**config.mk**
```make
export PLATFORM = sky130hd
export DESIGN_NAME = servo_ramp_pulse_sequencer_unit
export DESIGN_NICKNAME = d
export VERILOG_FILES = /design/src/hdl/srps_pkg.sv /design/src/hdl/srps_div.sv /design/src/hdl/srps_ctrl.sv /design/src/hdl/srps_dp.sv /design/src/hdl/servo_ramp_pulse_sequencer_unit.sv
export SDC_FILE = /design/constraint.sdc
export NUM_CORES = 2
export LEC_CHECK = 0
export ABC_AREA = 1
export CORE_ASPECT_RATIO = 1.25
export CORE_MARGIN = 2
export CORE_UTILIZATION = 50
export DETAILED_ROUTE_END_ITERATION = 8
export DONT_BUFFER_PORTS = 1
export PLACE_DENSITY = 0.73
export RECOVER_POWER = 100
export SLEW_MARGIN = 5
export SYNTH_ARGS = -nofsm -noshare
export SYNTH_HDL_FRONTEND = slang
export SYNTH_SLANG_ARGS = --single-unit
```
**constraint.sdc**
```tcl
create_clock -name clk -period 8.5 [get_ports clk]
set_input_delay 0.85 -clock clk [delete_from_list [all_inputs] [get_ports clk]]
set_output_delay 0.85 -clock clk [all_outputs]
set_load 0.02 [all_outputs]
```
**src/hdl/srps_pkg.sv**
```systemverilog
// ----------------------------------------------------------------------------
// srps_pkg
// Shared types, constants and helper functions of the servo ramp sequencer.
// ----------------------------------------------------------------------------
package srps_pkg;

	localparam int CHANNELS  = 8;
	localparam int FRAC_BITS = 16;
	localparam int NREPORT   = (CHANNELS < 8) ? CHANNELS : 8;
	localparam int DUTY_W    = 12;
	localparam int STEP_W    = DUTY_W + FRAC_BITS;
	localparam int STEPS_W   = 11;
	localparam int CH_W      = (CHANNELS > 1) ? $clog2(CHANNELS) : 1;
	localparam int SLOT_W    = $clog2(2 * CHANNELS);
	localparam int MTIME_W   = 15;
	localparam int DCNT_W    = $clog2(STEP_W + 1);

	localparam logic [15:0] SLOT_PERIOD_RST = 16'd2505;
	localparam logic [11:0] MIN_PULSE_RST   = 12'd500;
	localparam logic [11:0] MAX_PULSE_RST   = 12'd2500;
	localparam logic [15:0] TIME_MIN        = 16'd20;
	localparam logic [15:0] TIME_MAX        = 16'd30000;
	localparam logic [STEPS_W-1:0] STEPS_RST = STEPS_W'(2000 / 20);
	localparam logic [15:0] RECIP_5         = 16'hCCCD;

	localparam logic [1:0] KIND_MOVE  = 2'd0;
	localparam logic [1:0] KIND_FRAME = 2'd1;
	localparam logic [1:0] KIND_SLOT  = 2'd2;

	localparam logic [1:0] RES_ACK  = 2'd0;
	localparam logic [1:0] RES_DUTY = 2'd1;
	localparam logic [1:0] RES_SLOT = 2'd2;

	localparam logic [1:0] REG_SLOT_PERIOD = 2'd0;
	localparam logic [1:0] REG_MIN_PULSE   = 2'd1;
	localparam logic [1:0] REG_MAX_PULSE   = 2'd2;

	typedef enum logic [3:0] {
		ST_IDLE,
		ST_DECODE,
		ST_EMIT_ONE,
		ST_DIV_START,
		ST_DIV_WAIT,
		ST_STEP_DEC,
		ST_DUTY_UPD,
		ST_REPORT
	} state_t;

	typedef enum logic [1:0] {
		OSEL_ACK,
		OSEL_DUTY,
		OSEL_SLOT
	} out_sel_t;

	typedef struct packed {
		logic     capture;
		logic     do_move;
		logic     ld_steps;
		logic     div_start;
		logic     div_store;
		logic     ch_clr;
		logic     ch_inc;
		logic     dec_steps;
		logic     upd_duty;
		logic     finish_ramp;
		logic     out_load;
		out_sel_t out_sel;
		logic     out_last;
		logic     slot_adv;
	} dp_cmd_t;

	typedef struct packed {
		logic [1:0] kind;
		logic       pending;
		logic       ramping;
		logic       div_done;
		logic       ch_last;
		logic       rpt_last;
		logic       out_free;
	} dp_stat_t;

	function automatic logic [DUTY_W-1:0] duty_rst(input int i);
		return (i == 1) ? DUTY_W'(1000) : DUTY_W'(1500);
	endfunction

	function automatic logic [DUTY_W-1:0] target_rst(input int i);
		logic [DUTY_W-1:0] v;
		v = duty_rst(i);
		if (i == 5)
			v = DUTY_W'(1550);
		return v;
	endfunction

endpackage

```
**src/hdl/srps_div.sv**
```systemverilog
// ----------------------------------------------------------------------------
// srps_div
// Restoring divider, one quotient bit per cycle, for the ramp step size.
// ----------------------------------------------------------------------------
module srps_div import srps_pkg::*; (
	input  logic               clk,
	input  logic               arst_n,
	input  logic               start,
	input  logic [STEP_W-1:0]  dividend,
	input  logic [STEPS_W-1:0] divisor,
	output logic               done,
	output logic [STEP_W-1:0]  quotient
);

	logic [DCNT_W-1:0]  cnt_q;
	logic               run_q;
	logic               done_q;
	logic [STEPS_W-1:0] rem_q;
	logic [STEP_W-1:0]  quo_q;
	logic [STEPS_W:0]   trial;
	logic               fits;

	assign trial = {rem_q, quo_q[STEP_W-1]};
	assign fits  = trial >= {1'b0, divisor};

	always_ff @(posedge clk or negedge arst_n) begin
		if (!arst_n) begin
			cnt_q  <= '0;
			run_q  <= 1'b0;
			done_q <= 1'b0;
		end else begin
			done_q <= 1'b0;
			if (start) begin
				cnt_q <= DCNT_W'(STEP_W);
				run_q <= 1'b1;
			end else if (run_q) begin
				cnt_q <= cnt_q - 1'b1;
				if (cnt_q == DCNT_W'(1)) begin
					run_q  <= 1'b0;
					done_q <= 1'b1;
				end
			end
		end
	end

	always_ff @(posedge clk) begin
		if (start) begin
			rem_q <= '0;
			quo_q <= dividend;
		end else if (run_q) begin
			rem_q <= fits ? STEPS_W'(trial - {1'b0, divisor}) : STEPS_W'(trial);
			quo_q <= {quo_q[STEP_W-2:0], fits};
		end
	end

	assign done     = done_q;
	assign quotient = quo_q;

endmodule

```
**src/hdl/srps_ctrl.sv**
```systemverilog
// ----------------------------------------------------------------------------
// srps_ctrl
// Sequencing state machine: decodes each item and steps the datapath.
// ----------------------------------------------------------------------------
module srps_ctrl import srps_pkg::*; (
	input  logic     clk,
	input  logic     arst_n,
	input  logic     in_valid,
	output logic     in_ready,
	input  dp_stat_t stat,
	output dp_cmd_t  cmd
);

	state_t state_q, state_d;

	always_ff @(posedge clk or negedge arst_n) begin
		if (!arst_n)
			state_q <= ST_IDLE;
		else
			state_q <= state_d;
	end

	always_comb begin
		state_d = state_q;
		case (state_q)
		ST_IDLE: begin
			if (in_valid)
				state_d = ST_DECODE;
		end
		ST_DECODE: begin
			case (stat.kind)
			KIND_MOVE, KIND_SLOT: state_d = ST_EMIT_ONE;
			KIND_FRAME: begin
				if (stat.pending)
					state_d = ST_DIV_START;
				else if (stat.ramping)
					state_d = ST_STEP_DEC;
				else
					state_d = ST_REPORT;
			end
			default: state_d = ST_IDLE;
			endcase
		end
		ST_EMIT_ONE: begin
			if (stat.out_free)
				state_d = ST_IDLE;
		end
		ST_DIV_START: state_d = ST_DIV_WAIT;
		ST_DIV_WAIT: begin
			if (stat.div_done)
				state_d = stat.ch_last ? ST_STEP_DEC : ST_DIV_START;
		end
		ST_STEP_DEC: state_d = ST_DUTY_UPD;
		ST_DUTY_UPD: begin
			if (stat.ch_last)
				state_d = ST_REPORT;
		end
		ST_REPORT: begin
			if (stat.out_free && stat.rpt_last)
				state_d = ST_IDLE;
		end
		default: state_d = ST_IDLE;
		endcase
	end

	always_comb begin
		cmd      = '0;
		cmd.out_sel = OSEL_ACK;
		in_ready = 1'b0;
		case (state_q)
		ST_IDLE: begin
			in_ready    = 1'b1;
			cmd.capture = in_valid;
		end
		ST_DECODE: begin
			if (stat.kind == KIND_MOVE)
				cmd.do_move = 1'b1;
			if (stat.kind == KIND_FRAME) begin
				cmd.ch_clr   = 1'b1;
				cmd.ld_steps = stat.pending;
			end
		end
		ST_EMIT_ONE: begin
			cmd.out_load = stat.out_free;
			cmd.out_last = 1'b1;
			if (stat.kind == KIND_SLOT) begin
				cmd.out_sel  = OSEL_SLOT;
				cmd.slot_adv = stat.out_free;
			end
		end
		ST_DIV_START: cmd.div_start = 1'b1;
		ST_DIV_WAIT: begin
			if (stat.div_done) begin
				cmd.div_store = 1'b1;
				cmd.ch_inc    = !stat.ch_last;
			end
		end
		ST_STEP_DEC: begin
			cmd.dec_steps = 1'b1;
			cmd.ch_clr    = 1'b1;
		end
		ST_DUTY_UPD: begin
			cmd.upd_duty = 1'b1;
			if (stat.ch_last) begin
				cmd.finish_ramp = 1'b1;
				cmd.ch_clr      = 1'b1;
			end else begin
				cmd.ch_inc = 1'b1;
			end
		end
		ST_REPORT: begin
			cmd.out_sel = OSEL_DUTY;
			if (stat.out_free) begin
				cmd.out_load = 1'b1;
				cmd.out_last = stat.rpt_last;
				cmd.ch_inc   = !stat.rpt_last;
			end
		end
		default: ;
		endcase
	end

endmodule

```
**src/hdl/srps_dp.sv**
```systemverilog
// ----------------------------------------------------------------------------
// srps_dp
// Datapath: channel state, step division, duty update and result register.
// ----------------------------------------------------------------------------
module srps_dp import srps_pkg::*; (
	input  logic        clk,
	input  logic        arst_n,
	input  dp_cmd_t     cmd,
	output dp_stat_t    stat,
	input  logic        cfg_we,
	input  logic [1:0]  cfg_index,
	input  logic [15:0] cfg_data,
	input  logic [1:0]  kind,
	input  logic [3:0]  channel,
	input  logic [15:0] pulse_us,
	input  logic [15:0] move_time_ms,
	output logic        out_valid,
	input  logic        out_ready,
	output logic [1:0]  result_type,
	output logic        accepted,
	output logic [2:0]  report_channel,
	output logic [11:0] duty_us,
	output logic [15:0] reload_value,
	output logic        pin_high,
	output logic        moving,
	output logic        last
);

	logic [15:0] slot_period_q;
	logic [11:0] min_pulse_q, max_pulse_q;

	logic [1:0]  kind_q;
	logic [3:0]  chan_q;
	logic [15:0] pulse_q, mtime_q;

	logic [DUTY_W-1:0]  cur_q [CHANNELS];
	logic [DUTY_W-1:0]  tgt_q [CHANNELS];
	logic [STEP_W-1:0]  stepm_q [CHANNELS];
	logic               stepn_q [CHANNELS];
	logic [STEPS_W-1:0] steps_tot_q, steps_left_q;
	logic               pending_q, ramping_q, busy_q;
	logic [SLOT_W-1:0]  slot_q;
	logic [CH_W-1:0]    idx_q;

	logic        ok;
	logic [15:0] mt_clamp;
	logic [28:0] recip_prod;
	logic [STEPS_W-1:0] steps_new;

	logic [DUTY_W-1:0] cur_i, tgt_i;
	logic [DUTY_W-1:0] diff_mag;
	logic              div_done;
	logic [STEP_W-1:0] quo;

	logic [STEP_W+STEPS_W-1:0] prod;
	logic [STEP_W+STEPS_W-FRAC_BITS-1:0] off;
	logic [DUTY_W-1:0] duty_new;

	logic [CH_W-1:0]   slot_ch;
	logic [DUTY_W-1:0] slot_duty;
	logic [15:0]       low_reload;
	logic              out_free;

	// Command check and move time to step count (t / 20 = (t / 4) * 0xCCCD >> 18).
	assign ok = (chan_q < 4'(CHANNELS)) && (pulse_q >= {4'd0, min_pulse_q})
		&& (pulse_q <= {4'd0, max_pulse_q});
	assign mt_clamp = (mtime_q < TIME_MIN) ? TIME_MIN :
		(mtime_q > TIME_MAX) ? TIME_MAX : mtime_q;
	assign recip_prod = 29'(mt_clamp[MTIME_W-1:2]) * 29'(RECIP_5);
	assign steps_new  = STEPS_W'(recip_prod >> 18);

	assign cur_i    = cur_q[idx_q];
	assign tgt_i    = tgt_q[idx_q];
	assign diff_mag = (cur_i > tgt_i) ? cur_i - tgt_i : tgt_i - cur_i;

	srps_div u_div (
		.clk      (clk),
		.arst_n   (arst_n),
		.start    (cmd.div_start),
		.dividend ({diff_mag, FRAC_BITS'(0)}),
		.divisor  (steps_left_q),
		.done     (div_done),
		.quotient (quo)
	);

	assign prod = (STEP_W+STEPS_W)'(stepm_q[idx_q]) * (STEP_W+STEPS_W)'(steps_left_q);
	assign off  = prod[STEP_W+STEPS_W-1:FRAC_BITS];

	always_comb begin
		if (steps_left_q == '0)
			duty_new = tgt_i;
		else if (stepn_q[idx_q])
			duty_new = (off > ($bits(off))'(tgt_i)) ? '0 : DUTY_W'(($bits(off))'(tgt_i) - off);
		else if ((($bits(off)+1)'(tgt_i) + ($bits(off)+1)'(off)) > ($bits(off)+1)'({DUTY_W{1'b1}}))
			duty_new = {DUTY_W{1'b1}};
		else
			duty_new = DUTY_W'(tgt_i + off);
	end

	assign slot_ch    = slot_q[SLOT_W-1:1];
	assign slot_duty  = cur_q[slot_ch];
	assign low_reload = (slot_period_q >= 16'(slot_duty)) ? slot_period_q - 16'(slot_duty) : '0;
	assign out_free   = !out_valid || out_ready;

	always_ff @(posedge clk or negedge arst_n) begin
		if (!arst_n) begin
			slot_period_q <= SLOT_PERIOD_RST;
			min_pulse_q   <= MIN_PULSE_RST;
			max_pulse_q   <= MAX_PULSE_RST;
			for (int i = 0; i < CHANNELS; i++) begin
				cur_q[i]   <= duty_rst(i);
				tgt_q[i]   <= target_rst(i);
				stepm_q[i] <= '0;
				stepn_q[i] <= 1'b0;
			end
			steps_tot_q  <= STEPS_RST;
			steps_left_q <= '0;
			pending_q    <= 1'b1;
			ramping_q    <= 1'b0;
			busy_q       <= 1'b0;
			slot_q       <= '0;
			idx_q        <= '0;
			out_valid    <= 1'b0;
		end else begin
			if (cfg_we) begin
				case (cfg_index)
				REG_SLOT_PERIOD: slot_period_q <= cfg_data;
				REG_MIN_PULSE:   min_pulse_q   <= cfg_data[11:0];
				REG_MAX_PULSE:   max_pulse_q   <= cfg_data[11:0];
				default: ;
				endcase
			end
			if (cmd.do_move && ok) begin
				tgt_q[chan_q[CH_W-1:0]] <= pulse_q[DUTY_W-1:0];
				steps_tot_q <= steps_new;
				pending_q   <= 1'b1;
				busy_q      <= 1'b1;
			end
			if (cmd.ld_steps) begin
				steps_left_q <= steps_tot_q;
				pending_q    <= 1'b0;
				ramping_q    <= 1'b1;
			end
			if (cmd.div_store) begin
				stepm_q[idx_q] <= quo;
				stepn_q[idx_q] <= cur_i < tgt_i;
			end
			if (cmd.dec_steps && steps_left_q != '0)
				steps_left_q <= steps_left_q - 1'b1;
			if (cmd.upd_duty)
				cur_q[idx_q] <= duty_new;
			if (cmd.finish_ramp && steps_left_q == '0) begin
				ramping_q <= 1'b0;
				busy_q    <= 1'b0;
			end
			if (cmd.slot_adv)
				slot_q <= (slot_q == SLOT_W'(2 * CHANNELS - 1)) ? '0 : slot_q + 1'b1;
			if (cmd.ch_clr)
				idx_q <= '0;
			else if (cmd.ch_inc)
				idx_q <= idx_q + 1'b1;
			if (cmd.out_load)
				out_valid <= 1'b1;
			else if (out_ready)
				out_valid <= 1'b0;
		end
	end

	// Captured item and result payload.
	always_ff @(posedge clk) begin
		if (cmd.capture) begin
			kind_q  <= kind;
			chan_q  <= channel;
			pulse_q <= pulse_us;
			mtime_q <= move_time_ms;
		end
		if (cmd.out_load) begin
			last   <= cmd.out_last;
			moving <= busy_q;
			case (cmd.out_sel)
			OSEL_DUTY: begin
				result_type    <= RES_DUTY;
				accepted       <= 1'b0;
				report_channel <= 3'(idx_q);
				duty_us        <= cur_i;
				reload_value   <= '0;
				pin_high       <= 1'b0;
			end
			OSEL_SLOT: begin
				result_type    <= RES_SLOT;
				accepted       <= 1'b0;
				report_channel <= 3'(slot_ch);
				duty_us        <= slot_duty;
				reload_value   <= slot_q[0] ? low_reload : 16'(slot_duty);
				pin_high       <= !slot_q[0];
			end
			default: begin
				result_type    <= RES_ACK;
				accepted       <= ok;
				report_channel <= '0;
				duty_us        <= '0;
				reload_value   <= '0;
				pin_high       <= 1'b0;
			end
			endcase
		end
	end

	assign stat.kind     = kind_q;
	assign stat.pending  = pending_q;
	assign stat.ramping  = ramping_q;
	assign stat.div_done = div_done;
	assign stat.ch_last  = idx_q == CH_W'(CHANNELS - 1);
	assign stat.rpt_last = idx_q == CH_W'(NREPORT - 1);
	assign stat.out_free = out_free;

endmodule

```
**src/hdl/servo_ramp_pulse_sequencer_unit.sv**
```systemverilog
// A move command or slot tick gives a single result. A frame tick that recomputes the ramp
// runs a serial division (one quotient bit per cycle, one channel at a time), then the step
// count decrement, the duty update of each channel and eight duty reports; a plain ramp
// frame skips the division. One item is worked on at a time.
// Reset (arst_n low, asynchronous) restores the configuration registers and channel state at once;
// no clearing pass is needed.
// ----------------------------------------------------------------------------
// servo_ramp_pulse_sequencer_unit
// Eight-channel servo pulse sequencer with a linear speed ramp and slot timing.
// ----------------------------------------------------------------------------
module servo_ramp_pulse_sequencer_unit import srps_pkg::*; (
	input  logic        clk,
	input  logic        arst_n,
	input  logic        cfg_we,
	input  logic [1:0]  cfg_index,
	input  logic [15:0] cfg_data,
	input  logic        in_valid,
	output logic        in_ready,
	input  logic [1:0]  kind,
	input  logic [3:0]  channel,
	input  logic [15:0] pulse_us,
	input  logic [15:0] move_time_ms,
	output logic        out_valid,
	input  logic        out_ready,
	output logic [1:0]  result_type,
	output logic        accepted,
	output logic [2:0]  report_channel,
	output logic [11:0] duty_us,
	output logic [15:0] reload_value,
	output logic        pin_high,
	output logic        moving,
	output logic        last
);

	// The controller sequences every item; the datapath holds the channel state and the
	// result register, so an input transfer can be taken while a result waits.
	dp_cmd_t  cmd;
	dp_stat_t stat;

	srps_ctrl u_ctrl (
		.clk      (clk),
		.arst_n   (arst_n),
		.in_valid (in_valid),
		.in_ready (in_ready),
		.stat     (stat),
		.cmd      (cmd)
	);

	// Datapath: the step size per channel is (|current - target| << FRAC_BITS) / steps,
	// and each frame the duty becomes target +/- (step * steps_left) >> FRAC_BITS.
	srps_dp u_dp (
		.clk            (clk),
		.arst_n         (arst_n),
		.cmd            (cmd),
		.stat           (stat),
		.cfg_we         (cfg_we),
		.cfg_index      (cfg_index),
		.cfg_data       (cfg_data),
		.kind           (kind),
		.channel        (channel),
		.pulse_us       (pulse_us),
		.move_time_ms   (move_time_ms),
		.out_valid      (out_valid),
		.out_ready      (out_ready),
		.result_type    (result_type),
		.accepted       (accepted),
		.report_channel (report_channel),
		.duty_us        (duty_us),
		.reload_value   (reload_value),
		.pin_high       (pin_high),
		.moving         (moving),
		.last           (last)
	);

	// Only an acknowledge can carry the accepted flag.
	a_acc_only_ack: assert property (@(posedge clk) disable iff (!arst_n)
		out_valid && result_type != RES_ACK |-> !accepted)
		else $error("accepted set on a non-acknowledge result");

	// A high phase reloads the timer with the duty itself.
	a_high_reload: assert property (@(posedge clk) disable iff (!arst_n)
		out_valid && pin_high |-> reload_value == {4'd0, duty_us})
		else $error("high phase reload differs from duty");

	// Single-result items always mark their result as the last one.
	a_single_last: assert property (@(posedge clk) disable iff (!arst_n)
		out_valid && result_type != RES_DUTY |-> last)
		else $error("single result without last");

endmodule
```
== After elaboration in Yosys (flattened, before gate mapping) ==
Cells that the tools add are included.

* Bitwise logic cells: 3
* Multiply operators: 2
* Reductions and logical operators: 31
* Equal/unequal tests: 21
* Mux-type cells: 95
* Add/subtract/negate cells: 11
* Order comparisons: 16

{| class="wikitable"
|+ Operators with widths
! cell !! number
|-
| $bwmux W224 || 1
|-
| $bwmux W96 || 2
|-
| $mux W12 || 15
|-
| $mux W28 || 5
|-
| $bmux W12 S3 || 3
|-
| $bmux W28 S3 || 1
|-
| $demux W28 S3 || 1
|-
| $demux W12 S3 || 2
|-
| $mul A28 B11 Y39 || 1
|-
| $sub A12 B12 Y12 || 3
|-
| $mux W1 || 33
|-
| $mux W11 || 3
|-
| $ge A16 B12 Y1 || 2
|-
| $pmux W4 S8 || 1
|-
| $mux W15 || 2
|-
| $mul A13 B16 Y29 const B || 1
|-
| $mux W4 || 7
|-
| $add A12 B23 Y24 || 1
|-
| $gt A24 B12 Y1 const B || 1
|-
| $pmux W12 S2 || 1
|-
| $gt A23 B12 Y1 || 1
|-
| $eq A4 B3 Y1 const B || 4
|-
| $gt A16 B15 Y1 const B || 1
|-
| $le A16 B12 Y1 || 1
|-
| other kinds (46) || 86
|}

* Bits of input ports: 61
* Flip-flop bits (word level): 622

== Logic depth before layout (Yosys ltp) ==
* Word-level depth: 11
* Gate-level depth with buffers: 56
* Mapped depth without buffers: 55

== Cells and area by module ==
Synthesis repeated with hierarchy kept, for this count alone.

* Cell total of the unflattened synthesis: 5446
* Area, all modules: 45011.9 um^2

{| class="wikitable"
|+ Modules (own cells, without submodules)
! module !! cells an instance !! times used !! area an instance (um^2)
|-
| srps_dp || 4996 || 1 || 41634.9
|-
| srps_div || 371 || 1 || 2846.5
|-
| srps_ctrl || 79 || 1 || 530.5
|}

== Worst setup path before layout ==
OpenSTA, ideal clock, no wires.

* Path type: register to register
* Start point: reg u_dp.idx_q[0]
* End point: reg u_dp.cur_q[82] (netlist name)
* Required time: 8382 ps
* Setup slack: -159 ps
* Setup time: 118 ps
* Stages on the path, launching flop included: 46
* Data arrival time: 8541 ps
* Cell sequence: dfrtp_1 > buf_4 > clkbuf_1 > nor2_1 > inv_1 > clkbuf_1 > o22ai_1 > a221oi_1 > nand4_1 > inv_1 > nor2_1 > fa_1 > fa_1 > fa_1 > fa_1 > inv_1 > fa_1 > inv_1 > [10 not listed] > a31oi_1 > o21bai_1 > nand4_1 > nand2_1 > nand2_2 > nor2_4 > nand2_1 > nand2_1 > nand2_1 > nor2_1 > nand2_1 > nor2_1 > nand2_1 > nand2_2 > buf_12 > nand3b_4 > nand3_1 > nand2_1

* Cells in the longest elaborated chain, start to end: 11

{| class="wikitable"
|+ RTL lines
! item !! RTL line !! RTL
|-
| start, declared || srps_dp.sv:43 || <nowiki>logic [CH_W-1:0] idx_q;</nowiki>
|-
| start signal, assigned || srps_dp.sv:161 || <nowiki>idx_q <= idx_q + 1'b1;</nowiki>
|-
| $not A3 Y4 (not written as such) * || - ||
|-
| $bmux W28 S3 || srps_dp.sv:86 || <nowiki>assign prod = (STEP_W+STEPS_W)'(stepm_q[idx_q]) * (STEP_W+STEPS_W)'(steps_left_q);</nowiki>
|-
| $mux W28 (not written as such) (2 in a row) || srps_dp.sv:86 ||
|-
| $mul A28 B11 Y39 || srps_dp.sv:86 ||
|-
| $add A12 B23 Y24 || srps_dp.sv:94 || <nowiki>else if ((($bits(off)+1)'(tgt_i) + ($bits(off)+1)'(off)) > ($bits(off)+1)'({DUTY_W{1'b1}}))</nowiki>
|-
| $gt A24 B12 Y1 || srps_dp.sv:94 ||
|-
| $mux W12 || srps_dp.sv:94 ||
|-
| $mux W12 || srps_dp.sv:92 || <nowiki>else if (stepn_q[idx_q])</nowiki>
|-
| $mux W12 || srps_dp.sv:90 || <nowiki>if (steps_left_q == '0)</nowiki>
|-
| $bwmux W96 * || srps_dp.sv:151 || <nowiki>cur_q[idx_q] <= duty_new;</nowiki>
|-
| end signal, assigned by index || srps_dp.sv:111 || <nowiki>cur_q[i] <= duty_rst(i);</nowiki>
|-
| end signal, assigned by index || srps_dp.sv:151 ||
|-
| end, declared || srps_dp.sv:36 || <nowiki>logic [DUTY_W-1:0] cur_q [CHANNELS];</nowiki>
|}

Every way passes the cells marked *; elsewhere a longest branch is shown, timed or not. The select of a mux whose other input is x is not followed.
A chain may end at the register's enable or synchronous reset.

== Worst setup path after layout ==
* Start point: reg u_dp.idx_q[1]
* End point: reg u_dp.cur_q[83] (netlist name)

Same word-level chain as after synthesis.

==> reports/results.txt <==
DIE AREA: 91100 um2
biggest area consumer among synthesized cells: dfrtp_1
1st-pass router iterations: 8
most used cell, CP: fa_1
Slew headroom: -0.840
status: finished, violations left
worst-margin pin slew: 2.76 ns
failing checks: max-capacitance violations, max-slew violations, negative setup slack
Distinct cells, synth: 67
clock buffer depth: 3
max-cap violations: 11
# DRC: 0
FF-to-FF path depth: 47
end of the worst register-to-register path: u_dp.cur_q[83]$_DFFE_PN0P_
Wirelength per Cell: 20.7 um
share of cells above drive strength 1: 0.206
CP max-delay cell: fa_1
first-pass GRT wire length: 218 mm
Switching Fraction: 0.478
Startpoint Class: flop
synthesized area per cell: 8.19 um2
vias per cell: 5.76
Power Density: 318 nW/um2
syn nets: 6031
synthesized area: 44400 um2
Final Cell Area: 53700 um2
Critical Path RT: 9.02 ns
nets: 6338
Via Count: 40000
sequential cell area: 16000 um2
flop2flop setup slack: -0.24 ns
Final Max Slew Viols: 765
top post-synthesis cells by area: dfrtp_1 21%, fa_1 13%, nand2_1 12%
EDFF count, synth: 87
Fin. Hold Viols: 0
CP max FO: 8
Synth async-reset ratio: 0.816
Finish-stage setup viols: 96
Worst EP arrival: 9.26 ns
Place WS: -0.714 ns
Tot Pwr: 17100 uW
Die W: 270 um
core area: 88200 um2
pin count of the biggest net entering global routing: 508
initial core utilization: 0.503
CTS sink cnt: 621
min Tclk post-route: 8.74 ns
Worst Setup SP: u_dp.idx_q[1]$_DFFE_PN0P_
clock skew: 0.0357 ns
crit share post-route: 1.03
fmax: 114 MHz
area post-placement: 48000 um2
Reg clk slew, reported paths: 0.06 ns
critical path class: reg -> reg
Clock power frac: 0.181
LEAKAGE: 0.0248 uW
# diodes: 0
Cell Rows: 122
top_reg_cell synth: dfrtp_1
Worst-Skew Late Latency: 0.65 ns
hold crit path type: in -> async
layout overhead on the synthesized area: 21.0%
CTS root buffer: clkbuf_16
unrepaired setup endpoints after global routing: true
Logic pwr share: 0.586
Port Buffers: 0
Peak VDD IR: 377 uV
Switch Pwr: 8150 uW
final RePlAce weighted congestion: 1.01
sequential share of the synthesized area: 0.361
multi-input logic area: 26800 um2
post-layout worst setup margin: -0.244 ns
gr usage total: 0.306
CTS Buf Count: 67
max incr delay on CP: 0.56 ns
post-DP HPWL: 100 mm
H-Tree Level Count: 3
remaining antenna violation count after routing: 0
TritonCTS clock tree: yes
1st-iter DRT viols: 4033
GRT overflow: 0
endpoint class of the critical path: flop
sequential cell fraction of total power: 0.233
die height: 337 um
Ports: 100
top cell type's share of synthesized area: 0.213
synth warn: 0
P_int: 8910 uW
vias in the first global route: 39800
FILL cells: 7362
initial antenna violation count: 1
Final Routed Wirelength: 144 mm
Synth Register Bits: 621
R2R Path Start: u_dp.idx_q[1]$_DFFE_PN0P_
Mapped Cells: 5416
area by class of cell:
cell class | instances | share of cell area
Clock buffer | 96 | 0.0361
Clock inverter | 27 | 0.00797
Inverter | 840 | 0.0594
Multi-Input combinational cell | 3726 | 0.499
Sequential cell | 621 | 0.298
Tap cell | 1178 | 0.0275
Timing Repair Buffer | 467 | 0.0721
cell usage after synthesis (17+ instances only):
| library cell | number |
|---|---|
| a21oi_1 | 189 |
| a221oi_1 | 70 |
| a22o_1 | 30 |
| a22oi_1 | 30 |
| a31oi_1 | 17 |
| clkbuf_1 | 213 |
| dfrtp_1 | 378 |
| dfstp_2 | 129 |
| dfxtp_1 | 27 |
| edfxtp_1 | 87 |
| fa_1 | 286 |
| ha_1 | 268 |
| inv_1 | 827 |
| mux2_2 | 32 |
| nand2_1 | 1380 |
| nand3_1 | 176 |
| nand4_1 | 37 |
| nor2_1 | 373 |
| nor3_1 | 34 |
| o21ai_0 | 502 |
| o22ai_1 | 82 |
| or2_2 | 19 |
| xor2_1 | 39 |
layer usage:
layer | global-route usage | routed length [um]
met3 | 0.0507 | 11300
met5 | 0 | 11
met2 | 0.514 | 68500
met4 | 0.204 | 11200
met1 | 0.363 | 53000
power by group through the flow:
stage / sequential (uW) / clock [uW] / combinational [uW]
4_1_cts: 3940 / 3110 / 9430
5_1_grt: 4000 / 3230 / 11000
2_1_floorplan: 3710 / 0 / 6530
6_report: 3970 / 3090 / 10000
3_3_place_gp: 3980 / 0 / 8990
3_5_place_dp: 3980 / 0 / 9140
worst max-delay path: cells and delay by family (launching register included):
kind | cells | cell delay [ns]
adders and majority gates | 7 | 3.04
AOI/OAI and AO/OA | 9 | 1.81
and+or+nand+nor | 16 | 1.61
buffers and inverters | 13 | 1.35
DFF | 1 | 0.49
xor gates and xnor gates | 2 | 0.27
metrics by stage:
stage	util	setup TNS, ns	instances	hold slack, ns
floorplan	-	0	5416	0.425
global placement	0.544	-53.21	6732	0.454
detailed placement	0.544	-62.86	6732	0.459
CTS	0.589	-0.0677	6913	-0.117
global route	0.608	-47.11	6955	-0.0183
finish	0.608	-17.02	6955	0.0758
state kept, by name (all words and copies together) (netlist names), 5 cells and up:
register and count:
u_dp.u_div.rem_q 11, u_dp.u_div.cnt_q 5, u_dp.mtime_q 16, u_dp.tgt_q 96
u_dp.steps_tot_q 11, u_dp.slot_period_q 16, u_dp.steps_left_q 11, u_dp.stepm_q 224
u_dp.u_div.quotient 28, u_dp.reload_value 16, u_dp.max_pulse_q 12, u_dp.min_pulse_q 12
u_dp.pulse_q 16, u_dp.cur_q 96, u_dp.duty_us 12, u_dp.stepn_q 8
timing repair:
action | 4_1_cts | 5_1_grt
gates cloned | 0 | 1
pin swaps | 112 | 161
endpoints found under the hold margin | 378 | 43
resized for setup | 257 | 322
setup buffers | 58 | 37
endpoints found under the setup margin | 96 | 96
worst max-delay path by stage:
stage,end,depth (start not counted)
after global placement,u_dp.cur_q[1]$_DFFE_PN0P_,52
after CTS,u_dp.cur_q[71]$_DFFE_PN0P_,53
after global routing,u_dp.cur_q[71]$_DFFE_PN0P_,49
after floorplan,u_dp.cur_q[82]$_DFFE_PN0P_,45
final,u_dp.cur_q[83]$_DFFE_PN0P_,47
after detailed placement,u_dp.cur_q[37]$_DFFE_PN0P_,46
cell usage in the layout, fill, tap and decap left out, types with 87 or more instances in the layout:
| master | netlist | final |
|---|---|---|
| nor2_1 | 373 | 321 |
| nand3_1 | 176 | 107 |
| inv_1 | 827 | 777 |
| o21ai_0 | 502 | 480 |
| fa_1 | 286 | 270 |
| a21oi_1 | 189 | 166 |
| edfxtp_1 | 87 | 87 |
| buf_4 | 3 | 394 |
| dfrtp_1 | 378 | 375 |
| nand2_1 | 1380 | 1311 |
| ha_1 | 268 | 233 |
| dfstp_2 | 129 | 129 |
logic make-up (layout without fill, tap and decap cells):
family          after synthesis  in the layout  share of synthesized area
simple gates               2059           2059                      0.189
buf+inv                    1069           1430                     0.0911
compound gates             1026           1026                      0.136
flops                       621            621                      0.361
fa+ha+maj                   554            554                      0.205
xor+xnor                     53             53                     0.0105
mux                          34             34                    0.00857
(Power assumes the default switching activity.)
